### config.mk
export PLATFORM = sky130hd
export DESIGN_NAME = sine_cosine_quarter_table_unit
export DESIGN_NICKNAME = d
export VERILOG_FILES = /design/src/hdl/sctq_pkg.sv /design/src/hdl/sine_cosine_quarter_table_unit.sv
export VERILOG_INCLUDE_DIRS = /design/src /design/src/hdl
export SDC_FILE = /design/constraint.sdc
export NUM_CORES = 2
export LEC_CHECK = 0
export BUFFER_PORTS_ARGS = -buffer_cell sky130_fd_sc_hd__buf_2
export CAP_MARGIN = 25
export CORE_MARGIN = 3
export CORE_UTILIZATION = 61
export DETAILED_ROUTE_END_ITERATION = 7
export PLACE_DENSITY = 0.78
export SLEW_MARGIN = 40
export SYNTH_ARGS = -nofsm -noshare
export SYNTH_HDL_FRONTEND = slang
export SYNTH_SLANG_ARGS = --single-unit
### constraint.sdc
create_clock -name clk -period 9.2 [get_ports clk]
set_clock_uncertainty 0.05 [all_clocks]
set_input_delay 1.84 -clock clk [delete_from_list [all_inputs] [get_ports clk]]
set_output_delay 1.84 -clock clk [all_outputs]
set_load 0.01 [all_outputs]
### src/hdl/sine_cosine_quarter_table_unit_defines.svh
// Assertion macros for the sine/cosine quarter table unit.
// Included by the top level; depends on nothing else.
`ifndef SINE_COSINE_QUARTER_TABLE_UNIT_DEFINES_SVH
`define SINE_COSINE_QUARTER_TABLE_UNIT_DEFINES_SVH

// The condition must hold whenever the trigger holds, outside reset.
`define SCTQ_ASSERT_IMPLIES(label, clk, rst_n, trig, cond) \
    label: assert property (@(posedge clk) disable iff (!rst_n) (trig) |-> (cond)) \
        else $error("sctq: implication check failed");

// The condition must hold a fixed number of cycles after the trigger.
`define SCTQ_ASSERT_DELAY(label, clk, rst_n, trig, dly, cond) \
    label: assert property (@(posedge clk) disable iff (!rst_n) (trig) |-> ##dly (cond)) \
        else $error("sctq: delayed check failed");

`endif

### src/hdl/sctq_pkg.sv
// Constants, types and the quarter-wave sine table for the sine/cosine unit.
// Standalone package; used by sine_cosine_quarter_table_unit.
package sctq_pkg;

    typedef logic [1:0] sctq_quad_t;

    localparam int unsigned TWO_PI_Q16  = 411775;
    localparam int unsigned HALF_PI_Q16 = 102944;
    localparam int unsigned ROM_DEPTH   = 256;

    // A multiple of 2*pi that makes every possible angle sum non-negative.
    localparam logic [32:0] MOD_OFFSET = 33'(64'd411775 * 64'd5216);

    // floor(2^33 / 2*pi): the quotient estimate is low by at most one.
    localparam logic [14:0] MOD_RECIP = 15'((64'd1 << 33) / 64'(TWO_PI_Q16));

    // ceil(2^46 / (pi/2)): exact floor division for products below 2^29.
    localparam logic [29:0] IDX_RECIP =
        30'(((64'd1 << 46) + 64'(HALF_PI_Q16) - 64'd1) / 64'(HALF_PI_Q16));

    localparam int unsigned PIPE_DEPTH = 9;

    localparam logic [15:0] QUARTER_ROM [0:255] = '{
        16'd0, 16'd402, 16'd804, 16'd1206, 16'd1608, 16'd2010, 16'd2412, 16'd2814,
        16'd3216, 16'd3617, 16'd4019, 16'd4420, 16'd4821, 16'd5222, 16'd5623, 16'd6023,
        16'd6424, 16'd6824, 16'd7224, 16'd7623, 16'd8022, 16'd8421, 16'd8820, 16'd9218,
        16'd9616, 16'd10014, 16'd10411, 16'd10808, 16'd11204, 16'd11600, 16'd11996,
        16'd12391,
        16'd12785, 16'd13180, 16'd13573, 16'd13966, 16'd14359, 16'd14751, 16'd15143,
        16'd15534,
        16'd15924, 16'd16314, 16'd16703, 16'd17091, 16'd17479, 16'd17867, 16'd18253,
        16'd18639,
        16'd19024, 16'd19409, 16'd19792, 16'd20175, 16'd20557, 16'd20939, 16'd21320,
        16'd21699,
        16'd22078, 16'd22457, 16'd22834, 16'd23210, 16'd23586, 16'd23961, 16'd24335,
        16'd24708,
        16'd25080, 16'd25451, 16'd25821, 16'd26190, 16'd26558, 16'd26925, 16'd27291,
        16'd27656,
        16'd28020, 16'd28383, 16'd28745, 16'd29106, 16'd29466, 16'd29824, 16'd30182,
        16'd30538,
        16'd30893, 16'd31248, 16'd31600, 16'd31952, 16'd32303, 16'd32652, 16'd33000,
        16'd33347,
        16'd33692, 16'd34037, 16'd34380, 16'd34721, 16'd35062, 16'd35401, 16'd35738,
        16'd36075,
        16'd36410, 16'd36744, 16'd37076, 16'd37407, 16'd37736, 16'd38064, 16'd38391,
        16'd38716,
        16'd39040, 16'd39362, 16'd39683, 16'd40002, 16'd40320, 16'd40636, 16'd40951,
        16'd41264,
        16'd41576, 16'd41886, 16'd42194, 16'd42501, 16'd42806, 16'd43110, 16'd43412,
        16'd43713,
        16'd44011, 16'd44308, 16'd44604, 16'd44898, 16'd45190, 16'd45480, 16'd45769,
        16'd46056,
        16'd46341, 16'd46624, 16'd46906, 16'd47186, 16'd47464, 16'd47741, 16'd48015,
        16'd48288,
        16'd48559, 16'd48828, 16'd49095, 16'd49361, 16'd49624, 16'd49886, 16'd50146,
        16'd50404,
        16'd50660, 16'd50914, 16'd51166, 16'd51417, 16'd51665, 16'd51911, 16'd52156,
        16'd52398,
        16'd52639, 16'd52878, 16'd53114, 16'd53349, 16'd53581, 16'd53812, 16'd54040,
        16'd54267,
        16'd54491, 16'd54714, 16'd54934, 16'd55152, 16'd55368, 16'd55582, 16'd55794,
        16'd56004,
        16'd56212, 16'd56418, 16'd56621, 16'd56823, 16'd57022, 16'd57219, 16'd57414,
        16'd57607,
        16'd57798, 16'd57986, 16'd58172, 16'd58356, 16'd58538, 16'd58718, 16'd58896,
        16'd59071,
        16'd59244, 16'd59415, 16'd59583, 16'd59750, 16'd59914, 16'd60075, 16'd60235,
        16'd60392,
        16'd60547, 16'd60700, 16'd60851, 16'd60999, 16'd61145, 16'd61288, 16'd61429,
        16'd61568,
        16'd61705, 16'd61839, 16'd61971, 16'd62101, 16'd62228, 16'd62353, 16'd62476,
        16'd62596,
        16'd62714, 16'd62830, 16'd62943, 16'd63054, 16'd63162, 16'd63268, 16'd63372,
        16'd63473,
        16'd63572, 16'd63668, 16'd63763, 16'd63854, 16'd63944, 16'd64031, 16'd64115,
        16'd64197,
        16'd64277, 16'd64354, 16'd64429, 16'd64501, 16'd64571, 16'd64639, 16'd64704,
        16'd64766,
        16'd64827, 16'd64884, 16'd64940, 16'd64993, 16'd65043, 16'd65091, 16'd65137,
        16'd65180,
        16'd65220, 16'd65259, 16'd65294, 16'd65328, 16'd65358, 16'd65387, 16'd65413,
        16'd65436,
        16'd65457, 16'd65476, 16'd65492, 16'd65505, 16'd65516, 16'd65525, 16'd65531,
        16'd65535
    };

endpackage

### src/hdl/sine_cosine_quarter_table_unit.sv
// Sine/cosine of a Q16.16 angle from a quarter-wave table, fully pipelined.
// Depends on sctq_pkg and sine_cosine_quarter_table_unit_defines.svh.
`include "sine_cosine_quarter_table_unit_defines.svh"

// The unit accepts one request on every clock cycle (busy is always low) and
// returns each result after it has passed through every stage, in request order,
// as a one-cycle pulse on done with the value alongside. The receiver cannot
// stall, so it must take the result in that cycle. The nine stages are the
// input register, the modulo-2*pi reduction (estimate multiply, back-multiply,
// correction with the quadrant split), the two index-scaling multiplies, the
// rescale onto the stored entries, the registered quarter-wave table read and
// the output negation.
module sine_cosine_quarter_table_unit #(
    parameter int TABLE_ENTRIES = 256
) (
    input  logic               clk,
    input  logic               rst_n,
    input  logic               start,
    output logic               busy,
    input  logic               mode,
    input  logic signed [31:0] angle,
    output logic               done,
    output logic signed [16:0] value
);
    import sctq_pkg::*;

    localparam int IDXW = $clog2(TABLE_ENTRIES);
    localparam int PNW  = 17 + IDXW;
    localparam int IPW  = PNW + 30;
    localparam int PPW  = IDXW + 29;
    localparam logic [IDXW-1:0] TOP   = IDXW'(TABLE_ENTRIES - 1);
    localparam logic [IDXW:0]   TOP_X = (IDXW + 1)'(TABLE_ENTRIES - 1);
    // ceil(255 * 2^24 / (entries - 1)): exact rescale onto the 256 stored entries.
    localparam logic [28:0] POS_RECIP =
        29'(((64'd255 << 24) + 64'(TABLE_ENTRIES - 1) - 64'd1) / 64'(TABLE_ENTRIES - 1));

    logic [PIPE_DEPTH-1:0] vld_reg, vld_next;

    logic [32:0]     u_reg, u_next;
    logic [32:0]     u1_reg;
    logic [14:0]     q_reg, q_next;
    logic [19:0]     r0_reg, r0_next;
    logic [16:0]     phase_reg, phase_next;
    sctq_quad_t      quad_reg, quad_next;
    logic [PNW-1:0]  pn_reg, pn_next;
    sctq_quad_t      quad4_reg;
    logic [IDXW-1:0] idx_reg, idx_next;
    logic            neg5_reg, neg6_reg, neg7_reg;
    logic [7:0]      pos_reg, pos_next;
    logic [15:0]     rom_reg;
    logic signed [16:0] value_reg, value_next;

    logic [47:0]     qprod;
    logic [33:0]     qd;
    logic [33:0]     rdiff;
    logic [19:0]     rsub;
    logic [18:0]     rmod;
    logic [IPW-1:0]  iprod;
    logic [IDXW:0]   idx_raw;
    logic [IDXW-1:0] idx_cl;
    logic [PPW-1:0]  pprod;
    logic [IDXW+4:0] pos_raw;

    always_comb
    begin
        vld_next = {vld_reg[PIPE_DEPTH-2:0], start};

        // Stage 0: optional quarter-turn shift, then offset to a non-negative sum.
        u_next = {angle[31], angle} + (mode ? 33'(HALF_PI_Q16) : 33'd0) + MOD_OFFSET;

        // Stage 1: quotient estimate by reciprocal multiplication.
        qprod  = 48'(u_reg) * 48'(MOD_RECIP);
        q_next = qprod[47:33];

        // Stage 2: remainder, at most one modulus too large.
        qd      = 34'(q_reg) * 34'(TWO_PI_Q16);
        rdiff   = {1'b0, u1_reg} - qd;
        r0_next = rdiff[19:0];

        // Stage 3: final correction, then quadrant and phase by threshold compare.
        rsub = r0_reg - 20'(TWO_PI_Q16);
        rmod = (r0_reg >= 20'(TWO_PI_Q16)) ? rsub[18:0] : r0_reg[18:0];
        if (rmod >= 19'(3 * HALF_PI_Q16))
        begin
            quad_next  = 2'd3;
            phase_next = 17'(rmod - 19'(3 * HALF_PI_Q16));
        end
        else if (rmod >= 19'(2 * HALF_PI_Q16))
        begin
            quad_next  = 2'd2;
            phase_next = 17'(rmod - 19'(2 * HALF_PI_Q16));
        end
        else if (rmod >= 19'(HALF_PI_Q16))
        begin
            quad_next  = 2'd1;
            phase_next = 17'(rmod - 19'(HALF_PI_Q16));
        end
        else
        begin
            quad_next  = 2'd0;
            phase_next = rmod[16:0];
        end

        // Stage 4: phase times the last table index.
        pn_next = PNW'(phase_reg) * PNW'(TOP);

        // Stage 5: divide by pi/2, clamp, and mirror in odd quadrants.
        iprod   = IPW'(pn_reg) * IPW'(IDX_RECIP);
        idx_raw = iprod[IPW-1:46];
        idx_cl  = (idx_raw > TOP_X) ? TOP : idx_raw[IDXW-1:0];
        idx_next = quad4_reg[0] ? (TOP - idx_cl) : idx_cl;

        // Stage 6: rescale the index onto the stored entries.
        pprod    = PPW'(idx_reg) * PPW'(POS_RECIP);
        pos_raw  = pprod[PPW-1:24];
        pos_next = (pos_raw > (IDXW + 5)'(ROM_DEPTH - 1)) ? 8'hff : pos_raw[7:0];

        // Stage 8: negate in the lower half turn.
        value_next = neg7_reg ? -$signed({1'b0, rom_reg}) : $signed({1'b0, rom_reg});
    end

    always_ff @(posedge clk or negedge rst_n)
    begin
        if (!rst_n)
        begin
            vld_reg <= '0;
        end
        else
        begin
            vld_reg <= vld_next;
        end
    end

    always_ff @(posedge clk)
    begin
        u_reg     <= u_next;
        u1_reg    <= u_reg;
        q_reg     <= q_next;
        r0_reg    <= r0_next;
        phase_reg <= phase_next;
        quad_reg  <= quad_next;
        pn_reg    <= pn_next;
        quad4_reg <= quad_reg;
        idx_reg   <= idx_next;
        neg5_reg  <= quad4_reg[1];
        pos_reg   <= pos_next;
        neg6_reg  <= neg5_reg;
        rom_reg   <= QUARTER_ROM[pos_reg];
        neg7_reg  <= neg6_reg;
        value_reg <= value_next;
    end

    assign busy  = 1'b0;
    assign done  = vld_reg[PIPE_DEPTH-1];
    assign value = value_reg;

    `SCTQ_ASSERT_DELAY(a_latency, clk, rst_n, start, 9, done)
    `SCTQ_ASSERT_IMPLIES(a_no_orphan, clk, rst_n, done, $past(start, 9))
    `SCTQ_ASSERT_IMPLIES(a_phase_range, clk, rst_n, vld_reg[3], phase_reg < 17'(HALF_PI_Q16))
    `SCTQ_ASSERT_IMPLIES(a_value_range, clk, rst_n, done, value != -17'sd65536)

endmodule
==> key figures <==
Drt
  – Final ANT Viol Nets: 0
  – WL final: between 90 and 100 mm
  – Initial DRT Pass Iterations: 6
  – Via total after detailed routing: about 27,000
  – WL/cell: 19.6 um
  – DR DRC count: 0
  – Initial detailed-routing violation count: between 2,000 and 2,500
  – Avg Vias per Cell: 5.80

Synthesis
  – Seq/Total Area, Yosys: between 10 and 15%
  – Area share of fa/ha/maj cells after synthesis: about 54%
  – Post-synth EDFFs: 0
  – Largest family of logic cells by synthesized area: adder cells
  – Dominant cell type by area after synthesis: fa_1
  – Top FF cell, synth: dfxtp_1
  – FF+latch count, synth: 195
  – Synth Area in Compound Gates: 11.7%
  – Cells after synthesis: 3,844
  – Synth Area in XOR/XNOR: about 3.5%
  – Mux cell area share after synthesis: 0.865%
  – Count leader, synth: inv_1
  – Synth Area in Simple Gates: 8.00%
  – Unique masters post-synth: 86
  – Synth top area share: 32.8%
  – Leading post-synthesis cells by instance count: inv_1, ha_1, fa_1
  – Ys async rst share: 4.62%
  – Cells taking the most area after synthesis: fa_1, ha_1, dfxtp_1
  – Mapped Area: about 36,000 um2
  – Syn Area/Cell: 9.25 um2
  – Post-Syn Nets: 5,053
  – YS warnings: 0

Worst setup path
  – Critical Path RT: 9530 ps
  – Crit start category: flip-flop
  – CP Capture Type: flip-flop
  – Crit path DAT: 8280 ps
  – Critical path peak fanout: 8
  – Critical path type: flip-flop to flip-flop

Placed design
  – GP Congestion: 0.993
  – I/O Buffers: 53
  – HPWL Detailed: 73.8 mm

Global route
  – Layer with the highest usage: met2
  – Remaining global-route overflow: 0
  – Global-route wire length before repair: 146 mm
  – Vias in the first global route: 27,600
  – M3 GR Usage: 7.03%
  – GR Layer Usage met2: ~50%
  – Initial antenna violation count: 6
  – Global Route met1 Usage: 39.0%
  – Largest net degree at the start of global routing: 92
  – Total track usage: 30.7%

Clock network
  – Post_cts resized: 0
  – Setup Buffers After CTS: 0
  – Cts bufs inserted: 17
  – CTS tree: yes
  – Max Buffers Root-to-Sink: 2
  – H-tree levels: 4
  – CTS Hold Bufs: 0
  – CTS sink cnt: 195
  – Clock transition at path regs: 80 ps
  – Clk Tree Root Cell: clkbuf_16
  – Clk_lat worst skew: 510 ps

Floorplanning
  – Width of the die: 247 um
  – Core ar.: between 50,000 and 60,000 um2
  – Initial core utilization: 62.4%
  – IO Pins: 55
  – Total die area: 61,300 um2
  – Rows: 87
  – Die span in y: 247 um

Finish
  – Max reg flops: 33
  – Area Growth Syn to Fin: 4.43%
  – Nets: 5,029
  – Share of cells above drive strength 1: 3.76%

Timing
  – TNS Setup: 0 ps
  – Final Hold Violating Endpoints: 0
  – Max-slew violations: 0
  – Finish-stage setup viols: 0
  – Relative slew slack: 42.0%
  – Final min period: 7950 ps
  – RSZ-0062 raised after global routing: false
  – Fmax: 126 MHz
  – Tcrit/Tclk final: 86.4%
  – Worst-margin pin slew: 863 ps

Run
  – Max Cap Viol: 0

Min path
  – Tightest Hold Check Type: flip-flop to flip-flop

Outcome
  – Status: finished, final reports clean
-- worst max-delay path, stage by stage, from the launching register on --
cell and delay (ps):
dfxtp_1 620, inv_1 180, fa_1 540, fa_1 540
inv_1 60, fa_1 530, fa_1 440, fa_1 560
fa_1 550, inv_1 60, fa_1 470, inv_1 70
ha_1 140, a21oi_1 80, o21ai_0 190, a41oi_1 130
o21ai_0 560, o21ai_0 200, a21oi_1 450, a311o_1 320
a2111oi_0 130, a211oi_1 630, nor2_1 160, xnor2_1 160
-- cells by family (layout without fill, tap and decap cells) --
family	count (synthesis)	count (layout)
fa+ha+maj	1173	1173
buf+inv	1058	1047
compound gates	642	642
simple gates	608	608
flops	195	195
xor+xnor	144	144
mux	23	23
other cells	1	2
-- per-stage QoR --
stage | area [um2] | cells | util [%] | hold slack [ps] | setup WS (ps)
after detailed placement | 36500 | 4557 | 64.0 | 264 | 1480
after floorplan | 35600 | 3844 | - | 260 | 2440
after global routing | 37100 | 4589 | 65.1 | 282 | 969
final | 37200 | 4590 | 65.1 | 274 | 1250
after CTS | 37100 | 4589 | 65.1 | 276 | 1390
after global placement | 36500 | 4557 | 64.0 | 262 | 1620
-- final timing paths --
kind | from | to | slack, ps | depth (start not counted)
setup / recovery | pn_reg[14] | idx_reg[2] | 1250 | 23
setup reg to reg | pn_reg[14] | idx_reg[2] | 1250 | 23
min in group asynchronous | rst_n | vld_reg[8] | 1110 | 1
hold reg to reg | idx_reg[4] | pos_reg[4] | 270 | 0
max in group asynchronous | rst_n | vld_reg[4] | 7820 | 1
hold / removal | idx_reg[4] | pos_reg[4] | 270 | 0
-- per-layer routing --
metal	wire length, um	up-vias
met5	54	-
met4	3580	8
met3	7320	221
met2	43500	1050
met1	35800	13000
li1	-	12300
-- cell type report --
class                           instances  area [um2]
Multi-Input combinational cell       2591       27600
Inverter                              944        3540
Sequential cell                       195        3960
Clock buffer                           17         425
Timing Repair Buffer                   71         408
Clock inverter                         15         220
Tap cell                              756         946
Antenna cell                            1        2.50
Fill cell                            4594       19900
-- placed cells by master, fill, tap and decap left out, types with 10 or more instances in the layout --
master,Yosys,final
nor4_1,10,10
or3_1,20,20
nand2b_1,15,15
nand4_1,17,17
o211ai_1,37,37
a31oi_1,38,38
buf_2,4,53
a21oi_1,178,178
dfxtp_1,186,182
mux2i_1,15,15
nand3_1,46,46
o21a_1,19,19
nor2_1,182,181
fa_1,583,583
and2_1,15,15
buf_4,2,16
xor2_1,36,36
a211oi_1,34,34
clkbuf_16,0,17
a21o_1,30,30
o21ai_0,143,142
and3_1,17,17
ha_1,590,590
xnor2_1,108,107
inv_1,940,939
or2_2,11,11
o31ai_1,15,15
nand2_1,166,166
o221ai_1,11,11
nor2b_1,14,14
a311oi_1,18,18
nor3_1,66,66
Power is not shown: default switching activity piles up to over one toggle a cycle in this logic, so the estimate is an artifact.
